--- config.mk ---
export PLATFORM = sky130hd
export DESIGN_NAME = thlp_mod_unit
export DESIGN_NICKNAME = d
export VERILOG_FILES = /design/src/hw/rtl/thlp_pkg.sv /design/src/hw/rtl/thlp_mod_unit.sv
export SDC_FILE = /design/constraint.sdc
export NUM_CORES = 1
export LEC_CHECK = 0
export BUFFER_PORTS_ARGS = -buffer_cell sky130_fd_sc_hd__buf_4
export CORE_AREA = 2 2 74 90
export DETAILED_ROUTE_END_ITERATION = 12
export DIE_AREA = 0 0 76 92
export GPL_ROUTABILITY_DRIVEN = 0
export PLACE_DENSITY = 0.84
export SETUP_SLACK_MARGIN = 0.15
export SYNTH_ARGS = -nofsm -noshare
export SYNTH_HDL_FRONTEND = slang
export SYNTH_SLANG_ARGS = --single-unit
--- constraint.sdc ---
create_clock -name clk -period 2.7 [get_ports clk]
set_input_delay 0 -clock clk [delete_from_list [all_inputs] [get_ports clk]]
set_output_delay 0 -clock clk [all_outputs]
set_load 0.05 [all_outputs]
--- src/hw/rtl/thlp_pkg.sv ---
`default_nettype none

package thlp_pkg;

  // Store geometry.
  localparam int TABLE_DEPTH = 1024;
  localparam int ADDR_W      = (TABLE_DEPTH > 1) ? $clog2(TABLE_DEPTH) : 1;

  // Field widths fixed by the interface.
  localparam int MODE_W   = 2;
  localparam int KEY_W    = 32;
  localparam int IDX_W    = 10;
  localparam int SLOT_W   = 10;
  localparam int STATUS_W = 2;
  localparam int SIZE_W   = 11;

  // One step of the remainder unit per dividend bit.
  localparam int DIV_CNT_W = $clog2(KEY_W);

  localparam int ENTRY_W = 3 * KEY_W + IDX_W;

  // Operation codes.
  localparam logic [MODE_W-1:0] MODE_INSERT = 2'd0;
  localparam logic [MODE_W-1:0] MODE_LOOKUP = 2'd1;
  localparam logic [MODE_W-1:0] MODE_CLEAR  = 2'd2;

  // Result status codes.
  localparam logic [STATUS_W-1:0] STAT_OK   = 2'd0;
  localparam logic [STATUS_W-1:0] STAT_FULL = 2'd1;
  localparam logic [STATUS_W-1:0] STAT_MISS = 2'd2;

  typedef struct packed {
    logic [KEY_W-1:0] key_a;
    logic [KEY_W-1:0] key_b;
    logic [KEY_W-1:0] key_c;
    logic [IDX_W-1:0] index;
  } slot_entry_t;

  // Status of the remainder unit as seen by the sequencer.
  typedef struct packed {
    logic              done;
    logic [SIZE_W-1:0] rem;
  } mod_rsp_t;

  typedef enum logic [2:0] {
    S_INIT,
    S_IDLE,
    S_MOD,
    S_RD,
    S_CHK,
    S_CLR,
    S_DONE
  } state_t;

endpackage

`default_nettype wire

--- src/hw/rtl/thlp_mod_unit.sv ---
`default_nettype none

// Restoring remainder, one dividend bit per cycle, most significant first.
module thlp_mod_unit import thlp_pkg::*; (
  input  wire logic              clk,
  input  wire logic              rst,
  input  wire logic              start,
  input  wire logic [KEY_W-1:0]  dividend,
  input  wire logic [SIZE_W-1:0] divisor,
  output mod_rsp_t               rsp
);

  logic                 busy;
  logic                 done;
  logic [DIV_CNT_W-1:0] cnt;
  logic [KEY_W-1:0]     shreg;
  logic [SIZE_W-1:0]    divr;
  logic [SIZE_W-1:0]    rem;
  logic [SIZE_W-1:0]    rem_next;
  logic [SIZE_W:0]      trial;

  // The partial remainder stays below the divisor, so the trial value is
  // below twice the divisor and one subtract restores it.
  always_comb begin
    trial = {rem, shreg[KEY_W-1]};
    if (trial >= {1'b0, divr}) begin
      rem_next = SIZE_W'(trial - {1'b0, divr});
    end else begin
      rem_next = trial[SIZE_W-1:0];
    end
  end

  always_ff @(posedge clk) begin
    if (rst) begin
      busy <= 1'b0;
      done <= 1'b0;
      cnt  <= '0;
    end else begin
      done <= 1'b0;
      if (start) begin
        busy <= 1'b1;
        cnt  <= '0;
      end else if (busy) begin
        cnt <= cnt + 1'b1;
        if (cnt == DIV_CNT_W'(KEY_W - 1)) begin
          busy <= 1'b0;
          done <= 1'b1;
        end
      end
    end
  end

  always_ff @(posedge clk) begin
    if (start) begin
      shreg <= dividend;
      divr  <= divisor;
      rem   <= '0;
    end else if (busy) begin
      shreg <= {shreg[KEY_W-2:0], 1'b0};
      rem   <= rem_next;
    end
  end

  assign rsp.done = done;
  assign rsp.rem  = rem;

endmodule

`default_nettype wire

==> metrics.yaml <==
power_and_ir_drop:
  p_per_area_nw_per_um2: 583
  internal-power_w: 0.00194
  switching_share_pct: 22.2
  p_seq_share_pct: 45.0
  power_leakage_nw: 1.78
  p_clk_share_pct: 39.5
  irDropWorstVdd_v: 0.000419
  pwr-share-comb_pct: 15.5
  switchingPower_w: 0.000553
clock_network:
  cts-htree-levels: 3
  root_buffer: "clkbuf_8"
  clk_latency_ns: 0.33
  cts_tree: "built"
  cts_buffer_depth: 2
  clock-sinks: 61
  path_clk_slew_ns: 0.07
  cts_buffers: 9
die:
  io_pins: 58
  die-area_sq_um: 6990
  fp.dieH_microns: 92
  die-width_microns: 76
  core_area_sq_um: 6210
  initial_core_util_pct: 48.4
  rows: 32
detailed_routing:
  wire_per_inst_microns: 14.6
  drtAntennaViolNets: 0
  dr.pass1.iters: 4
  wirelength_microns: 6520
  viasPerCell: 5.22
  via_count: 2335
  drt_iter0_markers: 148
  drc: 0
synthesis:
  yosys_warnings: 0
  ys_types: 43
  synth.largest_area_cell: "edfxtp_1"
  ys_top_cells_by_area: "edfxtp_1 (43%), mux2_2 (12%), dfxtp_1 (12%), ha_1 (5.4%), o21ai_0 (2.3%)"
  ys_seq_area_share_pct: 55.0
  syn_inst: 246
  synthMostInstantiatedCell: "edfxtp_1"
  yosysTopAreaCellShare_pct: 43.0
  synth-edff-count: 43
  async_flop_share_pct: 0
  syn_avg_cell_area_sq_um: 12.2
  synth_common_cells: "edfxtp_1 (43), mux2_2 (33), dfxtp_1 (18)"
  syn_area_sq_um: 3000
  syn_nets: 306
  synth_flop_cell: "edfxtp_1"
  ys_ff_latch: 61
critical_path:
  required_ns: 2.95
  slowest_stage: "fa_2"
  critPathLaunchType: "register"
  slowest_delay_ns: 0.39
  cp_cell_sequence: "inv_1, ha_2, fa_2, nand2b_4, o2bb2ai_4, a211o_4, and2_4, or3b_1, a311oi_2"
  crit_path_end_kind: "register"
  ff2ff_path_depth: 9
  path_class: "register to register"
  path_max_fanout: 8
  cp.arrival_ns: 2.80
worst_hold_path:
  holdPathStages: 1
  worst_hold_path_type: "input port to register"
cells_and_area:
  fillCellCount: 452
  layout-drive-gt1-share_pct: 34.0
  fin_area_sq_um: 4270
  final_nets: 417
  finalNonFillerCells: 447
  antenna_cells: 0
  final_util_pct: 68.8
  area_growth_pct: 42.2
timing:
  rsz0062_at_grt: "yes"
  relSlewSlack_pct: 68.1
  finalWorstSetupSlack_ns: 0.147
  period_share_pct: 94.6
  setup_viol: 0
  fin_crit_ns: 2.55
  clock_skew_ns: 0.00758
  tightestPinTransition_ns: 0.477
  setup-tns-final_ns: 0
  hold_viol: 0
  slew_viol_final: 0
  fmax_ghz: 0.392
run:
  maxCapViolCount: 0
global_route:
  grt_max_degree: 33
  grt_first_pass_wirelength_microns: 10300
  grt.overflow.total: 0
  grt_pass1_vias: 2299
  grt.total_usage_pct: 18.8
  antenna_found_initial: 0
placement:
  pre_cts_slack_ns: 0.158
  place_area_sq_um: 3540
  port-buffer-count: 57
  dpl.hpwl_microns: 4080
  place_inst: 384
run_status:
  status: "completed"
==> final timing paths <==
kind / startpoint / to / slack [ns]
worst max register to register: shreg[31]$_DFFE_PP_ / rem[6]$_SDFFE_PP0P_ / 0.15
worst min-delay path: start / divr[1]$_DFFE_PP_ / 0.09
worst max-delay path: shreg[31]$_DFFE_PP_ / rem[6]$_SDFFE_PP0P_ / 0.15
worst min register to register: rem[2]$_SDFFE_PP0P_ / rem[2]$_SDFFE_PP0P_ / 0.51
==> sequential cells by signal (all words and copies together) (netlist names) <==
register / cells
cnt: 5
divr: 11
done: 1
busy: 1
rem: 11
shreg: 32
==> metrics by stage <==
step | hold slack (ns) | total power (W)
final | 0.0932 | 0.00249
after CTS | 0.0789 | 0.00249
after floorplan | 0.0724 | 0.00134
after detailed placement | 0.179 | 0.00145
after global placement | 0.179 | 0.00144
after global routing | 0.0958 | 0.00258
==> critical path: cells and delay by family, from the launching register on <==
family / cells / cell delay, ns
compound gates: 3 / 0.80
fa+ha+maj: 2 / 0.58
buf+inv: 1 / 0.05
flops: 1 / 0.35
simple gates: 3 / 0.68
==> area by class of cell <==
| cell class | count | area (sq um) | share of cell area [%] |
|---|---|---|---|
| Sequential cell | 61 | 1660 | 38.8 |
| Multi-Input combinational cell | 160 | 1280 | 30.0 |
| Timing Repair Buffer | 108 | 921 | 21.6 |
| Clock buffer | 12 | 145 | 3.40 |
| Tap cell | 85 | 106 | 2.49 |
| Clock inverter | 4 | 95.1 | 2.23 |
| Inverter | 17 | 63.8 | 1.49 |
==> cells in the final DEF, fill, tap and decap left out, types with 4 or more instances in the layout <==
cell           count
xnor2_1            4
nor2_1            14
buf_4             64
clkbuf_8          10
dlygate4sd3_1     44
dfxtp_1           17
o21ai_0           14
nand2_1           12
ha_1              12
nor3_1             9
a21oi_1           13
mux2_2            33
o21a_1             4
edfxtp_1          43
inv_1             16
==> kinds of logic (layout without fill, tap and decap cells) <==
kind of cell,Yosys count,in the layout,share of synthesized area [%]
xor+xnor,7,7,2.04
mux,36,36,13.4
buf+inv,25,141,3.50
flops,61,61,55.0
fa+ha+maj,14,14,6.08
compound gates,49,49,11.0
simple gates,54,54,8.96
==> per-layer routing <==
layer  vias up  global-route usage, %  wire (microns)
li1       1141                      -               -
met1      1095                   20.6            2620
met2        80                   34.3            3460
met3        19                   3.74             297
met4         0                   9.85             146
met5         -                      0               0
==> power groups by stage <==
stage	Combinational (W)	Sequential [W]	Clock (W)
2_1_floorplan	0.000192	0.00115	0
3_3_place_gp	0.000307	0.00114	0
3_5_place_dp	0.000315	0.00114	0
4_1_cts	0.000368	0.00112	0.00101
5_1_grt	0.000418	0.00113	0.00104
6_report	0.000387	0.00112	0.000983
==> repair_timing <==
item                       in CTS  in global routing
cloned                          0                  0
hold endpoints to repair       50                  0
resized for setup               0                  5
buffers inserted                0                  3
setup endpoints to repair       3                  5
hold buffers                   44                  0
pin swaps                       1                  4
Note: power is estimated with default switching activity, not from simulation.
