File: src/hw/rtl/thlp_ram.sv
`default_nettype none

module thlp_ram #(
  parameter int WIDTH = 8,
  parameter int DEPTH = 16
) (
  input  wire logic                                  clk,
  input  wire logic                                  we,
  input  wire logic [((DEPTH > 1) ? $clog2(DEPTH) : 1)-1:0] waddr,
  input  wire logic [WIDTH-1:0]                      wdata,
  input  wire logic [((DEPTH > 1) ? $clog2(DEPTH) : 1)-1:0] raddr,
  output logic      [WIDTH-1:0]                      rdata
);

  logic [WIDTH-1:0] mem [DEPTH];

  always_ff @(posedge clk) begin
    if (we) begin
      mem[waddr] <= wdata;
    end
    rdata <= mem[raddr];
  end

endmodule

`default_nettype wire

File: config.mk
export PLATFORM = sky130hd
export DESIGN_NAME = thlp_ram
export DESIGN_NICKNAME = d
export VERILOG_FILES = /design/src/hw/rtl/thlp_ram.sv
export SDC_FILE = /design/constraint.sdc
export NUM_CORES = 1
export LEC_CHECK = 0
export BUFFER_PORTS_ARGS = -buffer_cell sky130_fd_sc_hd__buf_2
export CAP_MARGIN = 15
export CORE_AREA = 2 2 125 90
export DETAILED_ROUTE_END_ITERATION = 12
export DIE_AREA = 0 0 127 92
export GPL_ROUTABILITY_DRIVEN = 0
export PLACE_DENSITY_LB_ADDON = 0.2
export REMOVE_ABC_BUFFERS = 1
export SETUP_SLACK_MARGIN = 0.05
export SYNTH_ARGS = -nofsm -noshare
export SYNTH_HDL_FRONTEND = slang
export SYNTH_SLANG_ARGS = --single-unit
File: constraint.sdc
create_clock -name clk -period 1.6 [get_ports clk]
set_input_delay 0.16 -clock clk [delete_from_list [all_inputs] [get_ports clk]]
set_output_delay 0.16 -clock clk [all_outputs]
set_load 0.05 [all_outputs]
==> results of run 1 <==
==> synth_stat cells (2+ instances only) <==
master	number	area, um^2
edfxtp_1	128	3840
mux4_2	18	405
a22oi_1	16	120
mux4_1	14	368
nor2_1	13	48.8
nand2_1	9	33.8
dfxtp_1	8	160
nor3_1	4	20.0
buf_2	3	15.0
buf_6	3	33.8
clkdlybuf4s25_2	3	30.0
nand2b_1	2	12.5
nand3b_1	2	15.0
==> layout by cell type (no fill, tap or decap) <==
cell / count
inv_6: 2
nand3_1: 1
nand2b_1: 2
nor2_1: 13
buf_4: 25
and2b_1: 1
nand2_1: 9
a22oi_1: 16
buf_12: 3
clkinv_2: 4
mux4_1: 14
nor2b_1: 1
nor3_1: 4
clkinv_1: 1
buf_2: 25
clkbuf_8: 3
dfxtp_1: 8
clkinvlp_4: 2
or3b_2: 1
clkinv_4: 2
clkbuf_16: 17
edfxtp_1: 128
nand3b_1: 2
mux4_2: 18
and2_1: 1
==> power by group <==
group	leakage (nW)	internal [mW]	switching, mW
Sequential	1.22	3.98	0.0228
Combinational	0.631	0.173	0.296
Clock	0.266	2.09	1.41
==> worst max-delay path by stage <==
stage	cells after the start	end
2_1_floorplan	2	mem[0][0]$_DFFE_PP_
3_3_place_gp	5	rdata[7]$_DFF_P_
3_5_place_dp	6	rdata[4]$_DFF_P_
4_1_cts	4	rdata[4]$_DFF_P_
5_1_grt	4	rdata[4]$_DFF_P_
6_report	4	rdata[4]$_DFF_P_
==> flip-flops by register name (all words and copies together) (netlist names) <==
name / cells
rdata: 8
mem: 128
==> layout make-up <==
class / instances / area (um^2) / share of cell area [%]
flip-flops and latches: 136 / 4000 / 65.2
multi-input cells: 83 / 1060 / 17.2
well taps: 136 / 170 / 2.77
clock buffers: 20 / 467 / 7.60
repair buffers: 53 / 373 / 6.07
clock inverters: 11 / 73.8 / 1.20
==> metrics by stage <==
step           setup slack, ns  std cells  hold slack (ns)
3_5_place_dp            0.0241        408            0.564
5_1_grt                  0.135        439            0.140
6_report                 0.222        439            0.151
4_1_cts                  0.203        439            0.128
3_3_place_gp            0.0248        408            0.554
2_1_floorplan          -0.0529        219            0.259
==> kinds of logic (layout without fill, tap and decap cells) <==
group / count (synthesis) / count (layout) / share of synthesized area [%]
DFF: 136 / 136 / 77.8
and+or+nand+nor: 35 / 35 / 3.18
muxes: 32 / 32 / 15.0
AOI/OAI and AO/OA: 16 / 16 / 2.33
buffers and inverters: 10 / 84 / 1.68
==> routing by layer <==
layer	GRT usage [%]	wire length, um	part of all wire [%]	vias to the layer above
met5	0	0	0	-
met4	6.59	87	0.86	0
met3	6.30	743	7.3	8
met2	27.1	4630	46	82
met1	28.3	4650	46	1274
li1	-	-	-	1096
==> results_dict.tcl, run 1 <==
set metrics [dict create \
    status "finished, final reports clean" \
    htreeDepth 4 \
    fin_crit_ns 1.38 \
    grt_max_degree 26 \
    syn_avg_cell_area_um2 22.5 \
    setup_violations 0 \
    routed_wl_mm 10.1 \
    cts_setup_buffers 0 \
    max_stage_delay_ns 0.46 \
    synth_flop_cell "edfxtp_1" \
    drtIter0Drc 330 \
    routedWlPerCell_um 23.0 \
    clock_skew_ns 0.00653 \
    required_ns 1.90 \
    clockBufferDepth 2 \
    hpwl_mm 6.53 \
    synthCells 229 \
    worst-endpoint-arrival_ns 1.67 \
    rows 32 \
    vias_per_cell 5.60 \
    hold_violations 0 \
    path_buf_inv 1 \
    holdPathStages 1 \
    postCtsResizedCells 0 \
    cpLargestDelayFamily "multiplexers" \
    worst-slew-pin-transition_ns 0.767 \
    power_leakage_nw 2.12 \
    slew_headroom_pct 48.7 \
    port_buffers 25 \
    critPathMaxFanout 1 \
    r2r_start "mem[3][4]$_DFFE_PP_" \
    core-area_um2 10700 \
    grt_pass1_vias 2492 \
    grt_usage_pct 19.2 \
    rsz0062_at_grt "no" \
    nNetsFinal 309 \
    startpoint "mem[3][4]$_DFFE_PP_" \
    drtAntennaViolNets 0 \
    hold_buffers 0 \
    path_clk_slew_ns 0.06 \
    drt-pass1-iter-count 4 \
    drive_gt1_share_pct 33.7 \
    initial_core_util_pct 48.3 \
    diodes 0 \
    synth_edf_count 128 \
    synth_cell_types 19 \
    fin_area_um2 6140 \
    r2r-end "rdata[4]$_DFF_P_" \
    slowest_stage "mux4_2" \
    die_x_um 127 \
    placed_area_um2 5600 \
    clock.fmax_mhz 726 \
    antenna_found_initial 0 \
    fill_cells 808 \
    cts_tree "built" \
    clock_latency_ns 0.41 \
    grt_pass1_wl_mm 15.4 \
    io_pins 26 \
    die_y_um 92 \
    powerDensity_nw_per_um2 1300 \
    fin_crit_sh_pct 86.1 \
    max-vdd-ir-drop_uv 939 \
    yosysSeqAreaShare_pct 77.8 \
    slew_violations 0 \
    overflow 0 \
    hp-class "in -> reg" \
    holdPathEnd "mem[12][2]$_DFFE_PP_" \
    ctsRootBufferMaster "clkbuf_16" \
    num_vias 2460 \
    path_cells "mux4_2, a22oi_1, buf_4, nand2_1" \
    min_from "wdata[2]" \
    ys_async_sr_fraction_pct 0 \
    power_mw 7.97 \
    synth_warnings 0 \
    synth_seq_cells 136 \
    startpoint_type "flop" \
    syn_to_final_growth_pct 19.4 \
    fin_util_pct 57.7 \
    reg2reg_setup_slack_ns 0.22 \
    clock_sinks 136 \
    path_class "reg -> reg" \
    remaining_drc_errors 0 \
    die-area_um2 11700 \
    syn_area_um2 5150 \
    final.setup.tns_ns 0 \
    cap_violations 0 \
    ff2ff_path_depth 4 \
    end_kind "flop" \
    cts_made_buffers 17 \
]
Note: power is estimated with default switching activity, not from simulation.
==> run 2: changes to the inputs <==
--- a/config.mk
+++ b/config.mk
@@ -7,9 +7,11 @@
 export LEC_CHECK = 0
 export BUFFER_PORTS_ARGS = -buffer_cell sky130_fd_sc_hd__buf_2
 export CAP_MARGIN = 15
-export CORE_AREA = 2 2 125 90
+export CELL_PAD_IN_SITES_DETAIL_PLACEMENT = 0
+export CELL_PAD_IN_SITES_GLOBAL_PLACEMENT = 1
+export CORE_AREA = 2 2 127 92
 export DETAILED_ROUTE_END_ITERATION = 12
-export DIE_AREA = 0 0 127 92
+export DIE_AREA = 0 0 129 94
 export GPL_ROUTABILITY_DRIVEN = 0
 export PLACE_DENSITY_LB_ADDON = 0.2
 export REMOVE_ABC_BUFFERS = 1
==> run 2 against run 1 <==
Net effect: sequential cell count unchanged; first-iteration DRC count fell by 33%; combinational power down 5.1%; cell area grew 0.29%; final cell count increased by 2.1%; utilization down 0.90 points; wire length down 6.2%; count of clock-buffer cells in the layout fell by 3; global-route usage decreased by 1.6 points; critical path depth shrank 1; critical path type unchanged; largest power group unchanged.
==> results_dict.tcl, run 2 (synthesis results as in run 1) <==
set metrics [dict create \
    max_stage_delay_ns 0.53 \
    largest_register_ffs 128 \
    die_y_um 94 \
    startpoint_type "flop" \
    top_regs "mem: 128 flops, rdata: 8 flops" \
    clockBufferDepth 2 \
    fin_crit_ns 1.30 \
    rsz0062_at_grt "no" \
    nNetsFinal 300 \
    fin_ws_ns 0.302 \
    routedWlPerCell_um 21.2 \
    final_common_cell "edfxtp_1" \
    port_buffers 25 \
    path_class "reg -> reg" \
    required_ns 1.90 \
    grt_max_degree 33 \
    power_leakage_nw 2.09 \
    cts_tree "built" \
    grt_pass1_vias 2355 \
    pwr-share-clk_pct 46.7 \
    cap_violations 0 \
    max-vdd-ir-drop_uv 753 \
    setup_violations 0 \
    reg2reg_setup_slack_ns 0.30 \
    power_mw 8.35 \
    fill_cells 810 \
    grt_pass1_wl_mm 14.4 \
    antenna_found_initial 0 \
    slowest_stage "mux4_1" \
    ctsRootBufferMaster "clkbuf_16" \
    postCtsResizedCells 0 \
    die-area_um2 12100 \
    slew_headroom_pct 49.2 \
    hp-class "in -> reg" \
    clock.fmax_mhz 770 \
    dp_cells 416 \
    routed_wl_mm 9.49 \
    p_int_mw 6.60 \
    grt_usage_pct 17.5 \
    drtAntennaViolNets 0 \
    stdcell_count 448 \
    overflow 0 \
    regArea_um2 4000 \
    path_cells "mux4_1, a22oi_1, nand2_1" \
    status "finished, final reports clean" \
    hpwl_mm 5.93 \
    whs_ns 0.135 \
    clock_sinks 136 \
    hold_violations 0 \
    rows 32 \
    end_kind "flop" \
    p_seq_share_pct 48.0 \
    die_x_um 129 \
    powerDensity_nw_per_um2 1350 \
    clock_skew_ns 0.00729 \
    drive_gt1_share_pct 32.2 \
    top_register "mem" \
    switching_share_pct 21.0 \
    syn_to_final_growth_pct 19.7 \
    critPathMaxFanout 1 \
    fin_crit_sh_pct 81.1 \
    post-place-ws_ns 0.0558 \
    core-area_um2 10900 \
    multiInputGateArea_um2 1060 \
    worst-endpoint-arrival_ns 1.59 \
    power_switching_mw 1.75 \
    drtIter0Drc 220 \
    cts_setup_buffers 0 \
    combinationalPowerShare_pct 5.3 \
    drt-pass1-iter-count 4 \
    layout_common_cells "128 x edfxtp_1, 25 x buf_2, 18 x mux4_2" \
    slew_violations 0 \
    worst-slew-pin-transition_ns 0.759 \
    path_clk_slew_ns 0.06 \
    cts_made_buffers 17 \
    num_vias 2391 \
    initial_core_util_pct 47.4 \
    htreeDepth 4 \
    hold_buffers 0 \
    clock_latency_ns 0.41 \
    remaining_drc_errors 0 \
    fin_util_pct 56.8 \
    io_pins 26 \
    vias_per_cell 5.34 \
    diodes 0 \
]
==> run 2: cell count changes in the layout (fill, tap and decap cells not counted), sizes merged <==
cell      previous run  this run
buf                 53        44
bufinv               0         3
clkbuf              20        17
clkinvlp             2         4
inv                  2         1
==> run 2: layer usage <==
layer | up-vias | global-route usage, % | share of wire, %
li1 | 1082 | - | -
met1 | 1228 | 25.7 | 49
met2 | 74 | 24.7 | 45
met3 | 7 | 5.87 | 5.1
met4 | 0 | 6.25 | 0.59
met5 | - | 0 | 0
==> run 2: area by class of cell <==
| type | count | area share [%] |
|---|---|---|
| sequential | 136 | 65.0 |
| multi-input combinational | 83 | 17.2 |
| clock buffer | 17 | 6.90 |
| timing repair buffer | 44 | 4.95 |
| tap | 153 | 3.11 |
| clock inverter | 15 | 2.90 |
==> run 2: path summary, 6_finish.rpt <==
path                                      startpoint                   to  cells after the start
worst min register to register  mem[15][6]$_DFFE_PP_     rdata[6]$_DFF_P_                      3
worst max register to register   mem[5][0]$_DFFE_PP_     rdata[0]$_DFF_P_                      3
worst min-delay path                        wdata[0]  mem[5][0]$_DFFE_PP_                      1
worst max-delay path             mem[5][0]$_DFFE_PP_     rdata[0]$_DFF_P_                      3
==> run 2: power by group through the flow <==
stage	Combinational [mW]	Clock (mW)	Sequential (mW)
finish	0.445	3.90	4.01
global route	0.482	4.11	4.01
CTS	0.452	3.96	4.01
detailed placement	0.452	0	4.08
global placement	0.449	0	4.08
floorplan	0.160	0	4.16
==> run 2: per-stage QoR <==
stage | setup TNS (ns) | instance area, um^2
floorplan | -0.423 | 5060
global placement | 0 | 5560
detailed placement | 0 | 5560
CTS | 0 | 6160
global route | 0 | 6160
finish | 0 | 6160
==> run 2: critical path, delay by kind of cell, from the launching register on <==
kind	cells	cell delay [ns]
AOI/OAI and AO/OA	1	0.22
DFF	1	0.35
muxes	1	0.53
and+or+nand+nor	1	0.08
==> run 3: changes to the inputs <==
--- a/config.mk
+++ b/config.mk
@@ -5,13 +5,14 @@
 export SDC_FILE = /design/constraint.sdc
 export NUM_CORES = 1
 export LEC_CHECK = 0
+export ABC_AREA = 1
 export BUFFER_PORTS_ARGS = -buffer_cell sky130_fd_sc_hd__buf_2
 export CAP_MARGIN = 15
 export CELL_PAD_IN_SITES_DETAIL_PLACEMENT = 0
 export CELL_PAD_IN_SITES_GLOBAL_PLACEMENT = 1
-export CORE_AREA = 2 2 127 92
+export CORE_AREA = 2 2 133 96
 export DETAILED_ROUTE_END_ITERATION = 12
-export DIE_AREA = 0 0 129 94
+export DIE_AREA = 0 0 135 98
 export GPL_ROUTABILITY_DRIVEN = 0
 export PLACE_DENSITY_LB_ADDON = 0.2
 export REMOVE_ABC_BUFFERS = 1
==> constraint.sdc (replaced) <==
create_clock -name clk -period 1.2 [get_ports clk]
set_input_delay 0.12 -clock clk [delete_from_list [all_inputs] [get_ports clk]]
set_output_delay 0.12 -clock clk [all_outputs]
set_load 0.05 [all_outputs]
==> run 3 against run 2 <==
Net effect: sequential cell count unchanged; count of clock-buffer cells in the layout up 7; register-to-register slack worse by 0.13 ns; largest cell class unchanged; critical endpoint is now rdata[7]; synthesized cell count up 140%; sequential share of layout area down 6.4 points; critical path depth down 2; sequential power up 33%; area after synthesis up 12%; clock power up 35%; utilization down 0.22 points; worst hold slack worse by 0.016 ns.
==> results_dict.tcl, run 3 <==
set metrics [dict create \
    status "finished, final reports clean" \
    holdPathStages 1 \
    syn_area_um2 5770 \
    routed_wl_mm 13.1 \
    fin_area_um2 6840 \
    power_leakage_nw 2.99 \
    initial_core_util_pct 47.7 \
    yosysTopAreaCell "edfxtp_1" \
    syn_to_final_growth_pct 18.5 \
    powerDensity_nw_per_um2 1670 \
    rows 34 \
    ctsRootBufferMaster "clkbuf_16" \
    slew_violations 0 \
    grt_max_degree 65 \
    fin_crit_sh_pct 93.6 \
    synthCells 551 \
    cts_made_buffers 17 \
    top_regs "mem: 128 flops, rdata: 8 flops" \
    drt-pass1-iter-count 5 \
    path_class "reg -> out" \
    fin_crit_ns 1.12 \
    slew_headroom_pct 71.9 \
    reg2reg_setup_slack_ns 0.17 \
    syn_avg_cell_area_um2 10.5 \
    synth.most_common_cell "nand2_1" \
    layout_common_cells "173 x nand2_1, 128 x edfxtp_1, 100 x inv_1" \
    placed_area_um2 6220 \
    stdcell_count 775 \
    clock.fmax_mhz 891 \
    switching_share_pct 21.5 \
    setup_violations 0 \
    synth.top_cell.area_share_pct 66.7 \
    nNetsFinal 618 \
    top_register "mem" \
    synth_warnings 0 \
    combinationalPowerShare_pct 6.9 \
    path_cells "buf_2" \
    ys_top_cells_by_area "edfxtp_1 67%, nand2_1 11%, nand3_1 8.4%, inv_1 6.5%, dfxtp_1 2.8%" \
    synth_cell_types 12 \
    num_vias 3771 \
    dp_cells 743 \
    path_clk_slew_ns 0.06 \
    ff2ff_path_depth 6 \
    cap_violations 0 \
    vias_per_cell 4.87 \
    p_seq_share_pct 46.8 \
    routedWlPerCell_um 16.9 \
    cp.depth 1 \
    remaining_drc_errors 0 \
    hold_buffers 0 \
    max_stage_delay_ns 0.33 \
    synth_flop_cell "edfxtp_1" \
    worst-slew-pin-transition_ns 0.422 \
    grt_usage_pct 21.0 \
    hpwl_mm 8.00 \
    drtAntennaViolNets 0 \
    pwr-share-clk_pct 46.2 \
    fin_ws_ns 0.0773 \
    netlist_top_cells_count "173 x nand2_1, 128 x edfxtp_1, 100 x inv_1" \
    clockBufferDepth 2 \
    fill_cells 1030 \
    grt_pass1_vias 3546 \
    drive_gt1_share_pct 13.4 \
    grt_pass1_wl_mm 20.3 \
    startpoint_type "flop" \
    port_buffers 25 \
    hold_violations 0 \
    rsz0062_at_grt "no" \
    cpLargestDelayFamily "flip-flops" \
    hp-class "in -> reg" \
    ys_async_sr_fraction_pct 0 \
    die_x_um 135 \
    cts_tree "built" \
    final_common_cell "nand2_1" \
    max-vdd-ir-drop_uv 1080 \
    critPathMaxFanout 1 \
    end_kind "output pin" \
    drtIter0Drc 391 \
    yosysSeqAreaShare_pct 69.4 \
    p_int_mw 8.97 \
    synth_edf_count 128 \
    htreeDepth 4 \
    antenna_found_initial 0 \
    clock_latency_ns 0.41 \
    post-place-ws_ns -0.00868 \
    diodes 0 \
    regArea_um2 4000 \
    power_switching_mw 2.46 \
    largest_register_ffs 128 \
    synth_seq_cells 136 \
    multiInputGateArea_um2 1210 \
    path_buf_inv 1 \
    clock_sinks 136 \
    cts_setup_buffers 0 \
    required_ns 1.08 \
    io_pins 26 \
    die-area_um2 13200 \
    overflow 0 \
    die_y_um 98 \
    slowest_stage "dfxtp_1" \
    core-area_um2 12100 \
    clock_skew_ns 0.00702 \
    worst-endpoint-arrival_ns 1.00 \
]
-- run 3: timing repair --
item	CTS	global route
gates cloned	0	0
setup endpoints to repair	4	1
resized for setup	4	1
-- run 3: cells by family (layout without fill, tap and decap cells) --
| group | after synthesis | count (layout) | synth area share, % |
|---|---|---|---|
| buf+inv | 126 | 188 | 9.52 |
| flops | 136 | 136 | 69.4 |
| simple gates | 289 | 289 | 21.0 |
-- run 3: layout make-up --
| type | count | share of cell area (%) |
|---|---|---|
| clock buffer | 24 | 7.05 |
| clock inverter | 8 | 1.74 |
| inverter | 102 | 5.60 |
| multi-input combinational | 289 | 17.8 |
| sequential | 136 | 58.6 |
| tap | 162 | 2.97 |
| timing repair buffer | 54 | 6.32 |
-- run 3: layer usage --
layer  up-vias  part of all wire [%]  track usage (%)  routed length, um
met5         -                     0                0                  0
met4         0                   1.4             6.17                185
met3        17                   5.7             4.98                746
met2       117                    45             31.8               5890
met1      1768                    48             30.5               6290
li1       1869                     -                -                  -
-- run 3: path summary, 6_finish.rpt --
path | from | to
max reg2reg | mem[7][1]$_DFFE_PP_ | rdata[1]$_DFF_P_
max | rdata[7]$_DFF_P_ | rdata[7]
min reg2reg | mem[10][0]$_DFFE_PP_ | rdata[0]$_DFF_P_
min | wdata[3] | mem[5][3]$_DFFE_PP_
-- run 3: worst register-to-register path: cells and delay by family, from the launching register on --
family / cells / cell delay (ns)
buf+inv: 1 / 0.06
flops: 1 / 0.36
simple gates: 5 / 0.50
-- run 3: metrics by stage --
stage | utilization (%) | setup TNS, ns | hold WS (ns) | power (mW)
after floorplan | - | 0 | 0.219 | 5.83
after global placement | 51.5 | -0.00934 | 0.532 | 6.23
after detailed placement | 51.5 | -0.00868 | 0.543 | 6.23
after CTS | 56.5 | 0 | 0.112 | 11.5
after global routing | 56.6 | 0 | 0.119 | 11.8
final | 56.6 | 0 | 0.119 | 11.4
-- run 3: power groups by stage --
stage | sequential [mW] | clock, mW | combinational, mW
global route | 5.36 | 5.53 | 0.871
detailed placement | 5.44 | 0 | 0.788
finish | 5.35 | 5.28 | 0.793
CTS | 5.35 | 5.33 | 0.800
global placement | 5.44 | 0 | 0.783
floorplan | 5.54 | 0 | 0.287
